$ cat config.mk
export PLATFORM = sky130hd
export DESIGN_NAME = imu_complementary_attitude_filter_unit
export DESIGN_NICKNAME = d
export VERILOG_FILES = /design/src/acf_pkg.sv /design/src/acf_front.sv /design/src/acf_queue.sv /design/src/acf_axis.sv /design/src/acf_back.sv /design/src/imu_complementary_attitude_filter_unit.sv
export SDC_FILE = /design/constraint.sdc
export NUM_CORES = 2
export LEC_CHECK = 0
export BUFFER_PORTS_ARGS = -buffer_cell sky130_fd_sc_hd__buf_4
export CAP_MARGIN = 20
export CELL_PAD_IN_SITES_DETAIL_PLACEMENT = 1
export CELL_PAD_IN_SITES_GLOBAL_PLACEMENT = 1
export CORE_ASPECT_RATIO = 1.4
export CORE_MARGIN = 2
export CORE_UTILIZATION = 47
export CTS_CLUSTER_DIAMETER = 100
export DETAILED_ROUTE_END_ITERATION = 7
export PLACE_DENSITY = 0.9
export SLEW_MARGIN = 20
export SYNTH_ARGS = -nofsm -noshare
export SYNTH_HDL_FRONTEND = slang
export SYNTH_SLANG_ARGS = --single-unit
$ cat constraint.sdc
create_clock -name clk -period 9.51 [get_ports clk]
set_clock_uncertainty 0.2 [all_clocks]
set_input_delay 0.951 -clock clk [delete_from_list [all_inputs] [get_ports clk]]
set_output_delay 0.951 -clock clk [all_outputs]
set_load 0.1 [all_outputs]
$ cat src/acf_pkg.sv
// Shared types and fixed-point constants for the complementary attitude filter.
package acf_pkg;

  // Field widths.
  localparam int SAMPLE_W   = 16;
  localparam int ANGLE_W    = 19;
  localparam int ALPHA_W    = 17;
  localparam int IN_DATA_W  = 96;
  localparam int OUT_DATA_W = 64;
  localparam int OUT_PAD_W  = OUT_DATA_W - 3 * ANGLE_W;

  // Datapath widths inside an axis lane.
  localparam int PRED_W  = 20;
  localparam int ACC_Q_W = 21;
  localparam int DIFF_W  = 22;
  localparam int MUL_A_W = 20;
  localparam int MUL_B_W = 18;
  localparam int PROD_W  = MUL_A_W + MUL_B_W;
  localparam int MAG_W   = 32;

  // Shift amounts of the three scalings.
  localparam int INC_SHIFT   = 12;
  localparam int ACC_SHIFT   = 8;
  localparam int BLEND_SHIFT = 16;

  // Coefficients: dt = 0.01 and 0.1, both in Q0.16.
  localparam logic signed [MUL_B_W-1:0] DT_COEF    = 18'sd655;
  localparam logic signed [MUL_B_W-1:0] TENTH_COEF = 18'sd6554;

  // Rounding offsets (half an output LSB) for each scaling.
  localparam logic signed [PROD_W-1:0] RND_INC   = 38'sd2048;
  localparam logic signed [PROD_W-1:0] RND_ACC   = 38'sd128;
  localparam logic signed [PROD_W-1:0] RND_BLEND = 38'sd32768;

  // Gate bounds on the squared acceleration magnitude, Q16.16.
  localparam logic [MAG_W-1:0] GATE_LO = 32'd4194304;
  localparam logic [MAG_W-1:0] GATE_HI = 32'd9437184;

  // Angle wrap limits, LSB 2^-16 rad.
  localparam logic signed [PRED_W-1:0] PI_Q     = 20'sd205887;
  localparam logic signed [PRED_W-1:0] NEG_PI_Q = -20'sd205887;
  localparam logic signed [PRED_W-1:0] TWO_PI_Q = 20'sd411774;

  // Blend weight: unity and reset value.
  localparam logic [ALPHA_W-1:0] ALPHA_ONE   = 17'd65536;
  localparam logic [ALPHA_W-1:0] ALPHA_RESET = 17'd64225;

  // One classified sample waiting for the update unit.
  typedef struct packed {
    logic signed [SAMPLE_W-1:0] accel_x;
    logic signed [SAMPLE_W-1:0] accel_y;
    logic signed [SAMPLE_W-1:0] rate_x;
    logic signed [SAMPLE_W-1:0] rate_y;
    logic signed [SAMPLE_W-1:0] rate_z;
    logic                       used;
  } acf_entry_t;

  // Step strobes from the update sequencer to the axis lanes.
  typedef struct packed {
    logic mul_inc;
    logic mul_acc;
    logic diff;
    logic mul_blend;
    logic commit;
  } acf_lane_ctl_t;

endpackage

$ cat src/acf_front.sv
// Input stage: takes one sample, squares the accelerations on one multiplier and gates them.
module acf_front (
  input  logic                          clk,
  input  logic                          rst_n,
  input  logic                          in_tvalid,
  output logic                          in_tready,
  input  logic [acf_pkg::IN_DATA_W-1:0] in_tdata,
  output logic                          push,
  output acf_pkg::acf_entry_t           push_entry,
  input  logic                          full
);
  import acf_pkg::*;

  typedef enum logic [2:0] {
    ST_IDLE,
    ST_SQX,
    ST_SQY,
    ST_SQZ,
    ST_PUSH
  } front_state_t;

  front_state_t            state_r;
  logic [IN_DATA_W-1:0]    sample_r;
  logic [MAG_W-1:0]        mag_r;
  logic signed [SAMPLE_W-1:0] ax, ay, az;
  logic signed [SAMPLE_W-1:0] sq_sel;
  logic signed [2*SAMPLE_W-1:0] sq_s;
  logic [MAG_W-1:0]        sq;
  logic                    gate_pass;

  // Field slices of the held sample.
  assign ax = signed'(sample_r[15:0]);
  assign ay = signed'(sample_r[31:16]);
  assign az = signed'(sample_r[47:32]);

  // One squarer shared over the three axes.
  always_comb begin
    case (state_r)
      ST_SQX:  sq_sel = ax;
      ST_SQY:  sq_sel = ay;
      default: sq_sel = az;
    endcase
  end

  assign sq_s = sq_sel * sq_sel;
  assign sq   = unsigned'(sq_s);

  // Both bounds are exclusive.
  assign gate_pass = (mag_r > GATE_LO) && (mag_r < GATE_HI);

  assign in_tready = (state_r == ST_IDLE);
  // The item is handed over only when the queue has room for it.
  assign push      = (state_r == ST_PUSH) && !full;

  always_comb begin
    push_entry.accel_x = ax;
    push_entry.accel_y = ay;
    push_entry.rate_x  = signed'(sample_r[63:48]);
    push_entry.rate_y  = signed'(sample_r[79:64]);
    push_entry.rate_z  = signed'(sample_r[95:80]);
    push_entry.used    = gate_pass;
  end

  // Sequencer: accept, three squaring steps, then hand the item to the queue.
  always_ff @(posedge clk) begin
    if (!rst_n) begin
      state_r <= ST_IDLE;
    end else begin
      unique case (state_r)
        ST_IDLE: begin
          if (in_tvalid) begin
            sample_r <= in_tdata;
            state_r  <= ST_SQX;
          end
        end
        ST_SQX: begin
          mag_r   <= sq;
          state_r <= ST_SQY;
        end
        ST_SQY: begin
          mag_r   <= mag_r + sq;
          state_r <= ST_SQZ;
        end
        ST_SQZ: begin
          mag_r   <= mag_r + sq;
          state_r <= ST_PUSH;
        end
        ST_PUSH: begin
          if (!full) begin
            state_r <= ST_IDLE;
          end
        end
        default: state_r <= ST_IDLE;
      endcase
    end
  end

endmodule

$ cat src/acf_queue.sv
// Small FIFO of classified samples between the input stage and the update unit.
module acf_queue #(
  parameter int DEPTH = 2
) (
  input  logic                clk,
  input  logic                rst_n,
  input  logic                push,
  input  acf_pkg::acf_entry_t push_entry,
  output logic                full,
  input  logic                pop,
  output acf_pkg::acf_entry_t head,
  output logic                valid
);
  import acf_pkg::*;

  localparam int PTR_W = (DEPTH > 1) ? $clog2(DEPTH) : 1;
  localparam int CNT_W = $clog2(DEPTH + 1);

  acf_entry_t        mem_r [DEPTH];
  logic [PTR_W-1:0]  wr_ptr_r, rd_ptr_r;
  logic [PTR_W-1:0]  wr_ptr_nxt, rd_ptr_nxt;
  logic [CNT_W-1:0]  count_r, count_nxt;
  logic              push_ok, pop_ok;

  assign full    = (count_r == CNT_W'(DEPTH));
  assign valid   = (count_r != '0);
  assign head    = mem_r[rd_ptr_r];
  assign push_ok = push && !full;
  assign pop_ok  = pop && valid;

  // Pointer and fill-count updates.
  always_comb begin
    wr_ptr_nxt = wr_ptr_r;
    rd_ptr_nxt = rd_ptr_r;
    if (push_ok) begin
      wr_ptr_nxt = (wr_ptr_r == PTR_W'(DEPTH - 1)) ? '0 : wr_ptr_r + 1'b1;
    end
    if (pop_ok) begin
      rd_ptr_nxt = (rd_ptr_r == PTR_W'(DEPTH - 1)) ? '0 : rd_ptr_r + 1'b1;
    end
    case ({push_ok, pop_ok})
      2'b10:   count_nxt = count_r + 1'b1;
      2'b01:   count_nxt = count_r - 1'b1;
      default: count_nxt = count_r;
    endcase
  end

  always_ff @(posedge clk) begin
    if (!rst_n) begin
      wr_ptr_r <= '0;
      rd_ptr_r <= '0;
      count_r  <= '0;
    end else begin
      wr_ptr_r <= wr_ptr_nxt;
      rd_ptr_r <= rd_ptr_nxt;
      count_r  <= count_nxt;
    end
  end

  // Storage needs no reset.
  always_ff @(posedge clk) begin
    if (push_ok) begin
      mem_r[wr_ptr_r] <= push_entry;
    end
  end

  // The input stage never pushes into a full queue.
  assert property (@(posedge clk) disable iff (!rst_n) push |-> !full)
    else $error("push into full queue");

  // The fill count never passes the depth.
  assert property (@(posedge clk) disable iff (!rst_n) count_r <= CNT_W'(DEPTH))
    else $error("queue count beyond depth");

endmodule

$ cat src/acf_axis.sv
// One angle lane: gyro increment, accelerometer angle, blend and wrap on one multiplier.
module acf_axis (
  input  logic                                 clk,
  input  logic                                 rst_n,
  input  acf_pkg::acf_lane_ctl_t               ctl,
  input  logic signed [acf_pkg::SAMPLE_W-1:0]  rate,
  input  logic signed [acf_pkg::SAMPLE_W:0]    accel_term,
  input  logic [acf_pkg::ALPHA_W-1:0]          alpha,
  input  logic                                 used,
  output logic signed [acf_pkg::ANGLE_W-1:0]   angle,
  output logic signed [acf_pkg::ANGLE_W-1:0]   angle_nxt
);
  import acf_pkg::*;

  logic signed [PROD_W-1:0]  prod_r;
  logic signed [PRED_W-1:0]  pred_r;
  logic signed [ACC_Q_W-1:0] acc_r;
  logic signed [PRED_W-1:0]  diff_r;
  logic signed [ANGLE_W-1:0] angle_r;

  logic signed [MUL_A_W-1:0] mul_a;
  logic signed [MUL_B_W-1:0] mul_b;
  logic signed [PROD_W-1:0]  prod;
  logic signed [PROD_W-1:0]  inc_sh, acc_sh, blend_sh;
  logic signed [PRED_W-1:0]  pred_nxt;
  logic signed [ACC_Q_W-1:0] acc_nxt;
  logic signed [DIFF_W-1:0]  diff_full;
  logic signed [PRED_W-1:0]  blended, merged, wrapped;

  // Operand selection for the shared multiplier.
  always_comb begin
    if (ctl.mul_inc) begin
      mul_a = MUL_A_W'(rate);
      mul_b = DT_COEF;
    end else if (ctl.mul_acc) begin
      mul_a = MUL_A_W'(accel_term);
      mul_b = TENTH_COEF;
    end else begin
      mul_a = diff_r;
      mul_b = signed'({1'b0, alpha});
    end
  end

  assign prod = mul_a * mul_b;

  // Rounded scalings of the registered product.
  assign inc_sh   = (prod_r + RND_INC) >>> INC_SHIFT;
  assign acc_sh   = (prod_r + RND_ACC) >>> ACC_SHIFT;
  assign blend_sh = (prod_r + RND_BLEND) >>> BLEND_SHIFT;

  // Gyro prediction and distance to the accelerometer angle.
  assign pred_nxt  = PRED_W'(angle_r) + PRED_W'(inc_sh);
  assign acc_nxt   = ACC_Q_W'(acc_sh);
  assign diff_full = DIFF_W'(pred_r) - DIFF_W'(acc_nxt);

  // The blend is acc + alpha * (pred - acc), which equals the weighted sum exactly.
  assign blended = PRED_W'(acc_r) + PRED_W'(blend_sh);
  assign merged  = used ? blended : pred_r;

  // Wrap once into plus or minus pi.
  always_comb begin
    if (merged > PI_Q) begin
      wrapped = merged - TWO_PI_Q;
    end else if (merged < NEG_PI_Q) begin
      wrapped = merged + TWO_PI_Q;
    end else begin
      wrapped = merged;
    end
  end

  assign angle_nxt = ANGLE_W'(wrapped);
  assign angle     = angle_r;

  // Angle state.
  always_ff @(posedge clk) begin
    if (!rst_n) begin
      angle_r <= '0;
    end else if (ctl.commit) begin
      angle_r <= angle_nxt;
    end
  end

  // Working registers of the lane.
  always_ff @(posedge clk) begin
    if (ctl.mul_inc || ctl.mul_acc || ctl.mul_blend) begin
      prod_r <= prod;
    end
    if (ctl.mul_acc) begin
      pred_r <= pred_nxt;
    end
    if (ctl.diff) begin
      acc_r  <= acc_nxt;
      diff_r <= PRED_W'(diff_full);
    end
  end

endmodule

$ cat src/acf_back.sv
// Update unit: steps three angle lanes through one sample and holds the result register.
module acf_back (
  input  logic                           clk,
  input  logic                           rst_n,
  input  acf_pkg::acf_entry_t            q_entry,
  input  logic                           q_valid,
  output logic                           q_pop,
  input  logic [acf_pkg::ALPHA_W-1:0]    blend_weight,
  output logic                           out_tvalid,
  input  logic                           out_tready,
  output logic [acf_pkg::OUT_DATA_W-1:0] out_tdata,
  output logic                           out_tuser
);
  import acf_pkg::*;

  typedef enum logic [2:0] {
    ST_WAIT,
    ST_INC,
    ST_ACC,
    ST_DIFF,
    ST_BLEND,
    ST_COMMIT
  } back_state_t;

  back_state_t               state_r;
  logic                      out_valid_r;
  logic [OUT_DATA_W-1:0]     out_tdata_r;
  logic                      out_tuser_r;
  acf_lane_ctl_t             ctl;
  logic                      out_free;
  logic [ALPHA_W-1:0]        alpha;
  logic signed [SAMPLE_W:0]  roll_term, pitch_term;
  logic signed [ANGLE_W-1:0] roll_angle, pitch_angle, yaw_angle;
  logic signed [ANGLE_W-1:0] roll_nxt, pitch_nxt, yaw_nxt;

  assign out_free = !out_valid_r || out_tready;

  // Weights above one act as one.
  assign alpha = (blend_weight > ALPHA_ONE) ? ALPHA_ONE : blend_weight;

  // Small-angle accelerometer terms: roll from ay, pitch from -ax.
  assign roll_term  = (SAMPLE_W + 1)'(q_entry.accel_y);
  assign pitch_term = -((SAMPLE_W + 1)'(q_entry.accel_x));

  // Step strobes decoded from the sequencer state.
  always_comb begin
    ctl.mul_inc   = (state_r == ST_INC);
    ctl.mul_acc   = (state_r == ST_ACC);
    ctl.diff      = (state_r == ST_DIFF);
    ctl.mul_blend = (state_r == ST_BLEND);
    ctl.commit    = (state_r == ST_COMMIT) && out_free;
  end

  assign q_pop = ctl.commit;

  acf_axis u_roll (
    .clk        (clk),
    .rst_n      (rst_n),
    .ctl        (ctl),
    .rate       (q_entry.rate_x),
    .accel_term (roll_term),
    .alpha      (alpha),
    .used       (q_entry.used),
    .angle      (roll_angle),
    .angle_nxt  (roll_nxt)
  );

  acf_axis u_pitch (
    .clk        (clk),
    .rst_n      (rst_n),
    .ctl        (ctl),
    .rate       (q_entry.rate_y),
    .accel_term (pitch_term),
    .alpha      (alpha),
    .used       (q_entry.used),
    .angle      (pitch_angle),
    .angle_nxt  (pitch_nxt)
  );

  // Yaw follows the gyro alone.
  acf_axis u_yaw (
    .clk        (clk),
    .rst_n      (rst_n),
    .ctl        (ctl),
    .rate       (q_entry.rate_z),
    .accel_term ('0),
    .alpha      (alpha),
    .used       (1'b0),
    .angle      (yaw_angle),
    .angle_nxt  (yaw_nxt)
  );

  assign out_tvalid = out_valid_r;
  assign out_tdata  = out_tdata_r;
  assign out_tuser  = out_tuser_r;

  // Sequencer and result register.
  always_ff @(posedge clk) begin
    if (!rst_n) begin
      state_r     <= ST_WAIT;
      out_valid_r <= 1'b0;
    end else begin
      // A commit fills the result register; otherwise a taken result empties it.
      if (ctl.commit) begin
        out_valid_r <= 1'b1;
      end else if (out_tready) begin
        out_valid_r <= 1'b0;
      end
      unique case (state_r)
        ST_WAIT: begin
          if (q_valid) begin
            state_r <= ST_INC;
          end
        end
        ST_INC:   state_r <= ST_ACC;
        ST_ACC:   state_r <= ST_DIFF;
        ST_DIFF:  state_r <= ST_BLEND;
        ST_BLEND: state_r <= ST_COMMIT;
        ST_COMMIT: begin
          if (out_free) begin
            out_tdata_r <= {{OUT_PAD_W{1'b0}}, yaw_nxt, pitch_nxt, roll_nxt};
            out_tuser_r <= q_entry.used;
            state_r     <= ST_WAIT;
          end
        end
        default: state_r <= ST_WAIT;
      endcase
    end
  end

  // A sample is only released from the queue when one is there.
  assert property (@(posedge clk) disable iff (!rst_n) q_pop |-> q_valid)
    else $error("pop from empty queue");

  // Angles move only at a commit.
  assert property (@(posedge clk) disable iff (!rst_n)
    !ctl.commit |=> ($stable(roll_angle) && $stable(pitch_angle) && $stable(yaw_angle)))
    else $error("angle changed without commit");

  // Every commit offers a result in the next cycle.
  assert property (@(posedge clk) disable iff (!rst_n) ctl.commit |=> out_valid_r)
    else $error("commit without result");

endmodule

$ cat src/imu_complementary_attitude_filter_unit.sv
// Top level of the IMU complementary attitude filter.
// Each input item is one IMU sample and yields exactly one result item with the updated
// roll, pitch and yaw angles. The input stage takes a sample, squares the three
// accelerations on a single multiplier and classifies it against the gate before it
// takes the next sample; a queue of QUEUE_DEPTH samples then feeds the update unit, in
// which each axis has one multiplier used for the gyro increment, the accelerometer angle
// and the blend. The update unit steps each sample through the increment, accelerometer,
// difference, blend and commit steps and takes no new sample before the commit. The
// result register lets the next sample proceed while a result waits to be taken. The
// user must write the blend weight through cfg_wr_en/cfg_wr_data only while the block is
// idle; the block itself does not enforce this. Values above 65536 act as 65536.
module imu_complementary_attitude_filter_unit #(
  parameter int QUEUE_DEPTH = 2
) (
  input  logic                           clk,
  input  logic                           rst_n,
  // in_tdata: accel_x, accel_y, accel_z, rate_x, rate_y, rate_z (16 bits each, lowest first)
  input  logic                           in_tvalid,
  output logic                           in_tready,
  input  logic [acf_pkg::IN_DATA_W-1:0]  in_tdata,
  // out_tdata: roll_out, pitch_out, yaw_out (19 bits each, lowest first), zero padded
  output logic                           out_tvalid,
  input  logic                           out_tready,
  output logic [acf_pkg::OUT_DATA_W-1:0] out_tdata,
  // out_tuser: accel_used
  output logic                           out_tuser,
  input  logic                           cfg_wr_en,
  input  logic [acf_pkg::ALPHA_W-1:0]    cfg_wr_data
);
  import acf_pkg::*;

  logic [ALPHA_W-1:0] blend_weight_r;
  logic               push, full, pop, q_valid;
  acf_entry_t         push_entry, q_head;

  // Blend weight register.
  always_ff @(posedge clk) begin
    if (!rst_n) begin
      blend_weight_r <= ALPHA_RESET;
    end else if (cfg_wr_en) begin
      blend_weight_r <= cfg_wr_data;
    end
  end

  acf_front u_front (
    .clk        (clk),
    .rst_n      (rst_n),
    .in_tvalid  (in_tvalid),
    .in_tready  (in_tready),
    .in_tdata   (in_tdata),
    .push       (push),
    .push_entry (push_entry),
    .full       (full)
  );

  acf_queue #(
    .DEPTH (QUEUE_DEPTH)
  ) u_queue (
    .clk        (clk),
    .rst_n      (rst_n),
    .push       (push),
    .push_entry (push_entry),
    .full       (full),
    .pop        (pop),
    .head       (q_head),
    .valid      (q_valid)
  );

  acf_back u_back (
    .clk          (clk),
    .rst_n        (rst_n),
    .q_entry      (q_head),
    .q_valid      (q_valid),
    .q_pop        (pop),
    .blend_weight (blend_weight_r),
    .out_tvalid   (out_tvalid),
    .out_tready   (out_tready),
    .out_tdata    (out_tdata),
    .out_tuser    (out_tuser)
  );

endmodule

======== Word-level counts from Yosys, hierarchy flattened ========
Memories as Yosys holds them, arrays and structs flattened. A register that Yosys moved wholly into a read port is not among the register bits.
Cells that the tools add are included.
storage, ports and cells
  bits in registers ....................... 535
  input port bits ......................... 118
  memories ................................ 1
  RAM bits ................................ 162
operators by class
  muxes and demuxes ....................... 34
  eq/ne operators ......................... 16
  multipliers ............................. 4
  $add $sub $neg .......................... 28
  order comparisons ....................... 9
  reduce and logical (&&, ||, !) cells .... 22
memories
  memory         words  width  read ports  clocked after Yosys merged registers in  wr ports  RTL line         text
  u_queue.mem_r  2      81     1           1                                        1         acf_queue.sv:19  acf_entry_t mem_r [DEPTH];
operators by type and width
  operator                  number
  $mux W20                  8
  $mux W19                  6
  $add A32 B13 Y32 const B  3
  $add A28 B9 Y28 const B   3
  $add A36 B17 Y36 const B  2
  $mul A20 B18 Y36          2
  $pmux W32 S2              1
  $add A19 B20 Y20          3
  $gt A20 B19 Y1 const B    3
  $lt A20 B19 Y1 const B    3
  $sub A20 B20 Y20          3
  $add A19 B18 Y19 const B  3
  $sub A19 B18 Y19 const B  3
  $mux W17                  3
  $add A20 B20 Y20          2
  $add A32 B32 Y32          1
  $gt A32 B23 Y1 const B    1
  $lt A32 B24 Y1 const B    1
  $mul A16 B16 Y32          1
  $mul A20 B18 Y32          1
  $pmux W16 S2              1
  $pmux W3 S6               1
  $gt A17 B17 Y1 const B    1
  $neg A16 Y17              1
  22 further kinds          56

======== Depth between registers and ports, before layout ========
  depth in word-level cells ............... 6
  gate-level depth with buffers ........... 46
  depth with buffers taken out ............ 43

======== Cells and area by module ========
A second synthesis with hierarchy kept.
unflattened totals
  cell total of the unflattened synthesis .. 9,082
  area, all modules ....................... 86,833.3 um^2
modules (own cells, without submodules)
  module                                  cells an instance  sequential area each (um^2)  area an instance (um^2)  instances
  acf_axis at u_back.u_yaw                2,380              3,052.9                      20,772.4                 1
  acf_axis at u_back.u_pitch              2,325              3,052.9                      20,627.3                 1
  acf_axis at u_back.u_roll               2,332              3,052.9                      20,583.5                 1
  acf_front                               1,562              3,903.7                      15,745.1                 1
  acf_queue                               278                4,964.8                      6,060.8                  1
  acf_back                                151                1,821.7                      2,417.3                  1
  imu_complementary_attitude_filter_unit  54                 340.3                        626.9                    1

======== Least setup slack after synthesis ========
Ideal clock, no wire load.
  path type ............................... reg2reg
  from .................................... reg u_back.state_r[0]
  to ...................................... reg u_back.u_pitch.prod_r[34] (data pin)
  data required time ...................... 9.052 ns
  stages on the path, launching flop included .. 34
  slack ................................... -0.640 ns
  arrival time ............................ 9.692 ns
  clock period less this slack ............ 10.150 ns
  path through ............................ dfxtp_1 > clkbuf_1 > or3b_2 > clkbuf_1 > inv_1 > clkbuf_1 > buf_1 > nor2_1 > a21oi_1 > nand2_1 > o21ai_1 > nand2_1 > fa_1 > fa_1 > inv_1 > fa_1 > inv_1 > fa_1 > fa_1 > inv_1 > fa_1 > ha_1 > inv_1 > o21bai_1 > a21o_1 > a21o_1 > a21o_1 > o41ai_1 > o21ai_0 > o41a_1 > a21o_1 > a21o_1 > a211oi_1 > nor2_1
between the ends
  cells in the longest elaborated chain, start to end .. 4
ends and longest elaborated chain
  what                                         RTL line         text
  start: declaration                           acf_back.sv:25   back_state_t state_r;
  start signal: assignment                     acf_back.sv:100  state_r <= ST_WAIT;
  start signal: assignment                     acf_back.sv:112  state_r <= ST_INC;
  start signal: assignment                     acf_back.sv:115  ST_INC: state_r <= ST_ACC;
  $eq A3 B2 Y1                                 acf_back.sv:48   ctl.mul_acc = (state_r == ST_ACC);
  $mux W20 / $mux W17 (equally long branches)  acf_axis.sv:35   end else if (ctl.mul_acc) begin
  $mux W20 / $mux W17 (equally long branches)  acf_axis.sv:32   if (ctl.mul_inc) begin
  $mul A20 B18 Y36 (*)                         acf_axis.sv:44   assign prod = mul_a * mul_b;
  named net u_back.u_pitch.prod[34]            acf_axis.sv:23   logic signed [PROD_W-1:0] prod;
  end signal: assignment                       acf_axis.sv:86   prod_r <= prod;
  end: declaration                             acf_axis.sv:15   logic signed [PROD_W-1:0] prod_r;
Mark *: on every way through the listed nets, which the timed path passes. The rest lies on a longest branch.
A chain may end at the register's enable or synchronous reset.

======== Final worst setup path ========
  from .................................... reg u_back.state_r[0]
  to ...................................... reg u_back.u_roll.prod_r[31] (data pin)
between the ends
  cells in the longest elaborated chain, start to end .. 4
ends and longest elaborated chain
  what                                         RTL line
  $eq A3 B2 Y1                                 acf_back.sv:48
  $mux W20 / $mux W17 (equally long branches)  acf_axis.sv:35
  $mux W20 / $mux W17 (equally long branches)  acf_axis.sv:32
  $mul A20 B18 Y36 (*)                         acf_axis.sv:44
  named net u_back.u_roll.prod[31]             acf_axis.sv:23
  end signal: assignment                       acf_axis.sv:86
  end: declaration                             acf_axis.sv:15
Marked as above.

==> metrics.md <==
| Metric | Value |
|---|---|
| Status | finished with violations |
| Failing checks | design-rule violations |
| Mean Syn Cell Area | 9.582 sq um |
| Yosys top cell by area | fa_1 |
| Core Region | 169,500 sq um |
| Remaining DRCs | 3 |
| DR vias | 65,450 |
| Adder-Cell Fraction of Synth Area | 0.3821 |
| Share of layout cells above drive strength 1 | 0.1151 |
| Mux cell area share after synthesis | 0.01418 |
| Area share of the largest cell type after synthesis | 0.2979 |
| Synth Register Bits | 677 |
| Clk sinks | 677 |
| Main area contributors after synthesis | fa_1, edfxtp_1, ha_1 |
| Initial Util | 0.4721 |
| WHS | 0.1713 ns |
| Later-pin clock latency in the skew report | 0.76 ns |
| Die Y-Extent | 492.3 um |
| Final Max Tran Viols | 0 |
| Fin crit period | 9.483 ns |
| Worst-path clk slew | 0.07 ns |
| Delay of the slowest critical-path stage | 0.74 ns |
| Die area | 173,700 sq um |
| Gpl congestion | 1.019 |
| Vias per cell | 5.898 |
| Port Buffer Count | 177 |
| CTS Buffer Depth | 3 |
| Final setup fails | 0 |
| RSZ-0062 raised after global routing | yes |
| Post-synthesis compound-gate area fraction | 0.08486 |
| Final core area utilization | 0.5316 |
| CP required | 9.79 ns |
| Synth Area in XOR/XNOR | 0.05624 |
| F_max | 105.5 MHz |
| CTS Buf Count | 76 |
| Post-Synthesis Cells | 8,354 |
| First-pass GRT wire length | 453,400 um |
| Final hold vios | 0 |
| Fraction of registers with async set/reset | 0 |
| Finished Layout Cells | 11,100 |
| Die X | 352.8 um |
| CP max FO | 30 |
| Setup WS pre-CTS | -0.4700 ns |
| Crit start category | flop |
| Worst setup path class | reg2reg |
| CTS Root Cell | clkbuf_16 |
| WL/cell | 27.61 um |
| Seq/Total Area, Yosys | 0.2432 |
| DR iter-0 viols | 4,552 |
| Worst path slowest cell | nor2_1 |
| Post-synth EDFFs | 591 |
| Tot GR Track Use | 0.3493 |
| Vias in the first global route | 74,860 |
| CTS tree | built |
| Hold-fix buffers at CTS | 0 |
| Htree depth | 3 |
| Combinational family with the most area after synthesis | adder cells |
| Yosys synthesis warning count | 0 |
| IO Count | 185 |
| CP Data Arrival Time | 9.76 ns |
| Fill count | 19,090 |
| Pin count of the biggest net entering global routing | 63 |
| Hold WC Path Type | in2reg |
| WL final | 306,400 um |
| Drt pass-1 iters | 8 |
| Yosys cell types | 93 |
| Grt total ovfl | 0 |
| Max_slew headroom | 0.2296 |
| Dpl hpwl | 246,200 um |
| Final nets | 10,610 |
| CP Capture Type | flop |
| Synth Area in Simple Gates | 0.1340 |
| Max Cap Viol | 0 |
| Area growth from synthesis to final layout | 12.60% |
| Fin crit share | 0.9971 |
| Initial antenna violation count | 26 |
| Tightest Pin Transition | 1.123 ns |
| Multi-input gate area | 54,660 sq um |
| Routed Antenna Nets | 0 |
| Cell mode on critical path | fa_1 |
| Reg area | 19,480 sq um |
| Placed Cells | 10,910 |
| Rows | 179 |
| Mapped Area | 80,050 sq um |
| Top_reg_cell synth | edfxtp_1 |
| Setup ws final | 0.02713 ns |
==> sequential cells by signal, indices dropped and copies added, names as in the netlist, 20 cells and up, named ones only <==
| name | flops |
|---|---|
| u_back.u_pitch.diff_r | 20 |
| u_back.u_pitch.prod_r | 29 |
| u_back.u_yaw.diff_r | 20 |
| u_back.u_roll.pred_r | 20 |
| u_back.u_pitch.acc_r | 20 |
| u_back.u_pitch.pred_r | 20 |
| u_queue.mem_r | 162 |
| u_front.sample_r | 96 |
| u_back.u_roll.diff_r | 20 |
| u_front.mag_r | 32 |
| u_back.out_tdata | 57 |
| u_back.u_roll.acc_r | 20 |
| u_back.u_roll.prod_r | 29 |
| u_back.u_yaw.prod_r | 25 |
| u_back.u_yaw.pred_r | 20 |
==> worst paths after layout <==
kind | startpoint | end | slack [ns] | depth (start not counted)
worst max-delay path | u_back.state_r[0] | u_back.u_roll.prod_r[31] | 0.03 | 31
worst min-delay path | in_tdata[8] | u_front.sample_r[8] | 0.17 | 1
worst max register to register | u_back.state_r[0] | u_back.u_roll.prod_r[31] | 0.03 | 31
worst min register to register | u_front.sample_r[87] | u_queue.mem_r[1][8] | 0.26 | 0
==> layout by cell type (no fill, tap or decap), types with 35 or more instances in the layout <==
cell	netlist	layout
xnor2_1	350	346
nand4_1	35	35
nor3_1	119	117
fa_1	1191	1181
o21ai_0	163	151
edfxtp_1	591	591
a211oi_1	64	54
a21o_1	112	110
nor2_1	850	826
dfxtp_1	86	81
xor2_1	164	163
ha_1	539	526
buf_4	10	594
o21a_1	65	65
and3_1	55	54
nand2_1	1002	989
inv_1	1489	1477
and2_1	67	63
nand3_1	120	116
nand2b_1	38	37
o21ai_1	40	47
nor2b_1	58	56
clkbuf_16	0	83
a21oi_1	268	239
mux2i_1	101	90
==> cells in the mapped netlist, drive strengths merged (11+ instances only) <==
| master | n |
|---|---|
| o21ba | 25 |
| xor2 | 164 |
| o21a | 65 |
| edfxtp | 591 |
| and2 | 67 |
| a21o | 112 |
| and3 | 55 |
| o32ai | 13 |
| buf | 53 |
| a21oi | 268 |
| fa | 1191 |
| nor4 | 28 |
| ha | 539 |
| o21ai | 203 |
| nand2b | 38 |
| clkbuf | 254 |
| or2 | 42 |
| a31o | 16 |
| o311ai | 11 |
| o22ai | 33 |
| nor2b | 59 |
| or3 | 27 |
| a211oi | 66 |
| mux2i | 101 |
| nor3 | 119 |
| mux2 | 11 |
| nand4 | 35 |
| dfxtp | 86 |
| o31ai | 20 |
| a31oi | 35 |
| nor2 | 851 |
| o21bai | 33 |
| o211ai | 15 |
| xnor2 | 350 |
| nand3 | 120 |
| nand2 | 1002 |
| inv | 1492 |
| or4 | 11 |
==> logic make-up (layout without fill, tap and decap cells) <==
| kind of cell | Yosys count | after routing |
|---|---|---|
| adder cells (fa/ha/maj) | 1730 | 1730 |
| AO/OA/AOI/OAI | 1028 | 1028 |
| other | 1 | 20 |
| XOR/XNOR | 514 | 514 |
| flip-flops | 677 | 677 |
| buffers and inverters | 1805 | 2267 |
| AND/OR/NAND/NOR | 2487 | 2487 |
| multiplexers | 112 | 112 |
==> layer usage <==
metal / up-vias / share of wire / global-route usage
li1: 27480 / - / -
met1: 33260 / 0.32 / 0.3437
met2: 3195 / 0.49 / 0.6051
met3: 1488 / 0.074 / 0.07944
met4: 24 / 0.11 / 0.3300
met5: - / 0.00053 / 0
==> timing repair <==
action,4_1_cts,5_1_grt
pin swaps,15,79
cloned,1,4
gates resized for setup,51,171
buffers inserted,5,27
setup endpoints to repair,13,21
==> worst max-delay path, delay by kind of cell (launching register included) <==
| kind | cells | cell delay [ns] |
|---|---|---|
| adders and majority gates | 7 | 2.93 |
| xor gates and xnor gates | 1 | 0.08 |
| AOI/OAI and AO/OA | 8 | 2.16 |
| and+or+nand+nor | 8 | 2.49 |
| buffers and inverters | 7 | 0.83 |
| DFF | 1 | 0.49 |
==> final cells by class <==
cell class | instances | share of cell area
multi-input combinational | 5878 | 0.6064
antenna | 13 | 0.0003609
inverter | 1498 | 0.06259
clock buffer | 102 | 0.02378
tap | 2262 | 0.03140
sequential | 677 | 0.2161
timing repair buffer | 628 | 0.05573
clock inverter | 39 | 0.003554
==> metrics by stage <==
stage | instance area (sq um) | setup TNS (ns)
finish | 90140 | 0
CTS | 89070 | -0.009091
floorplan | 80080 | 0
detailed placement | 86350 | -2.247
global route | 90110 | -1.017
global placement | 86350 | -0.4321
Power is left out: the tool's default activity adds up to more than one toggle a clock period on the data nets, which glitch-free logic cannot reach.
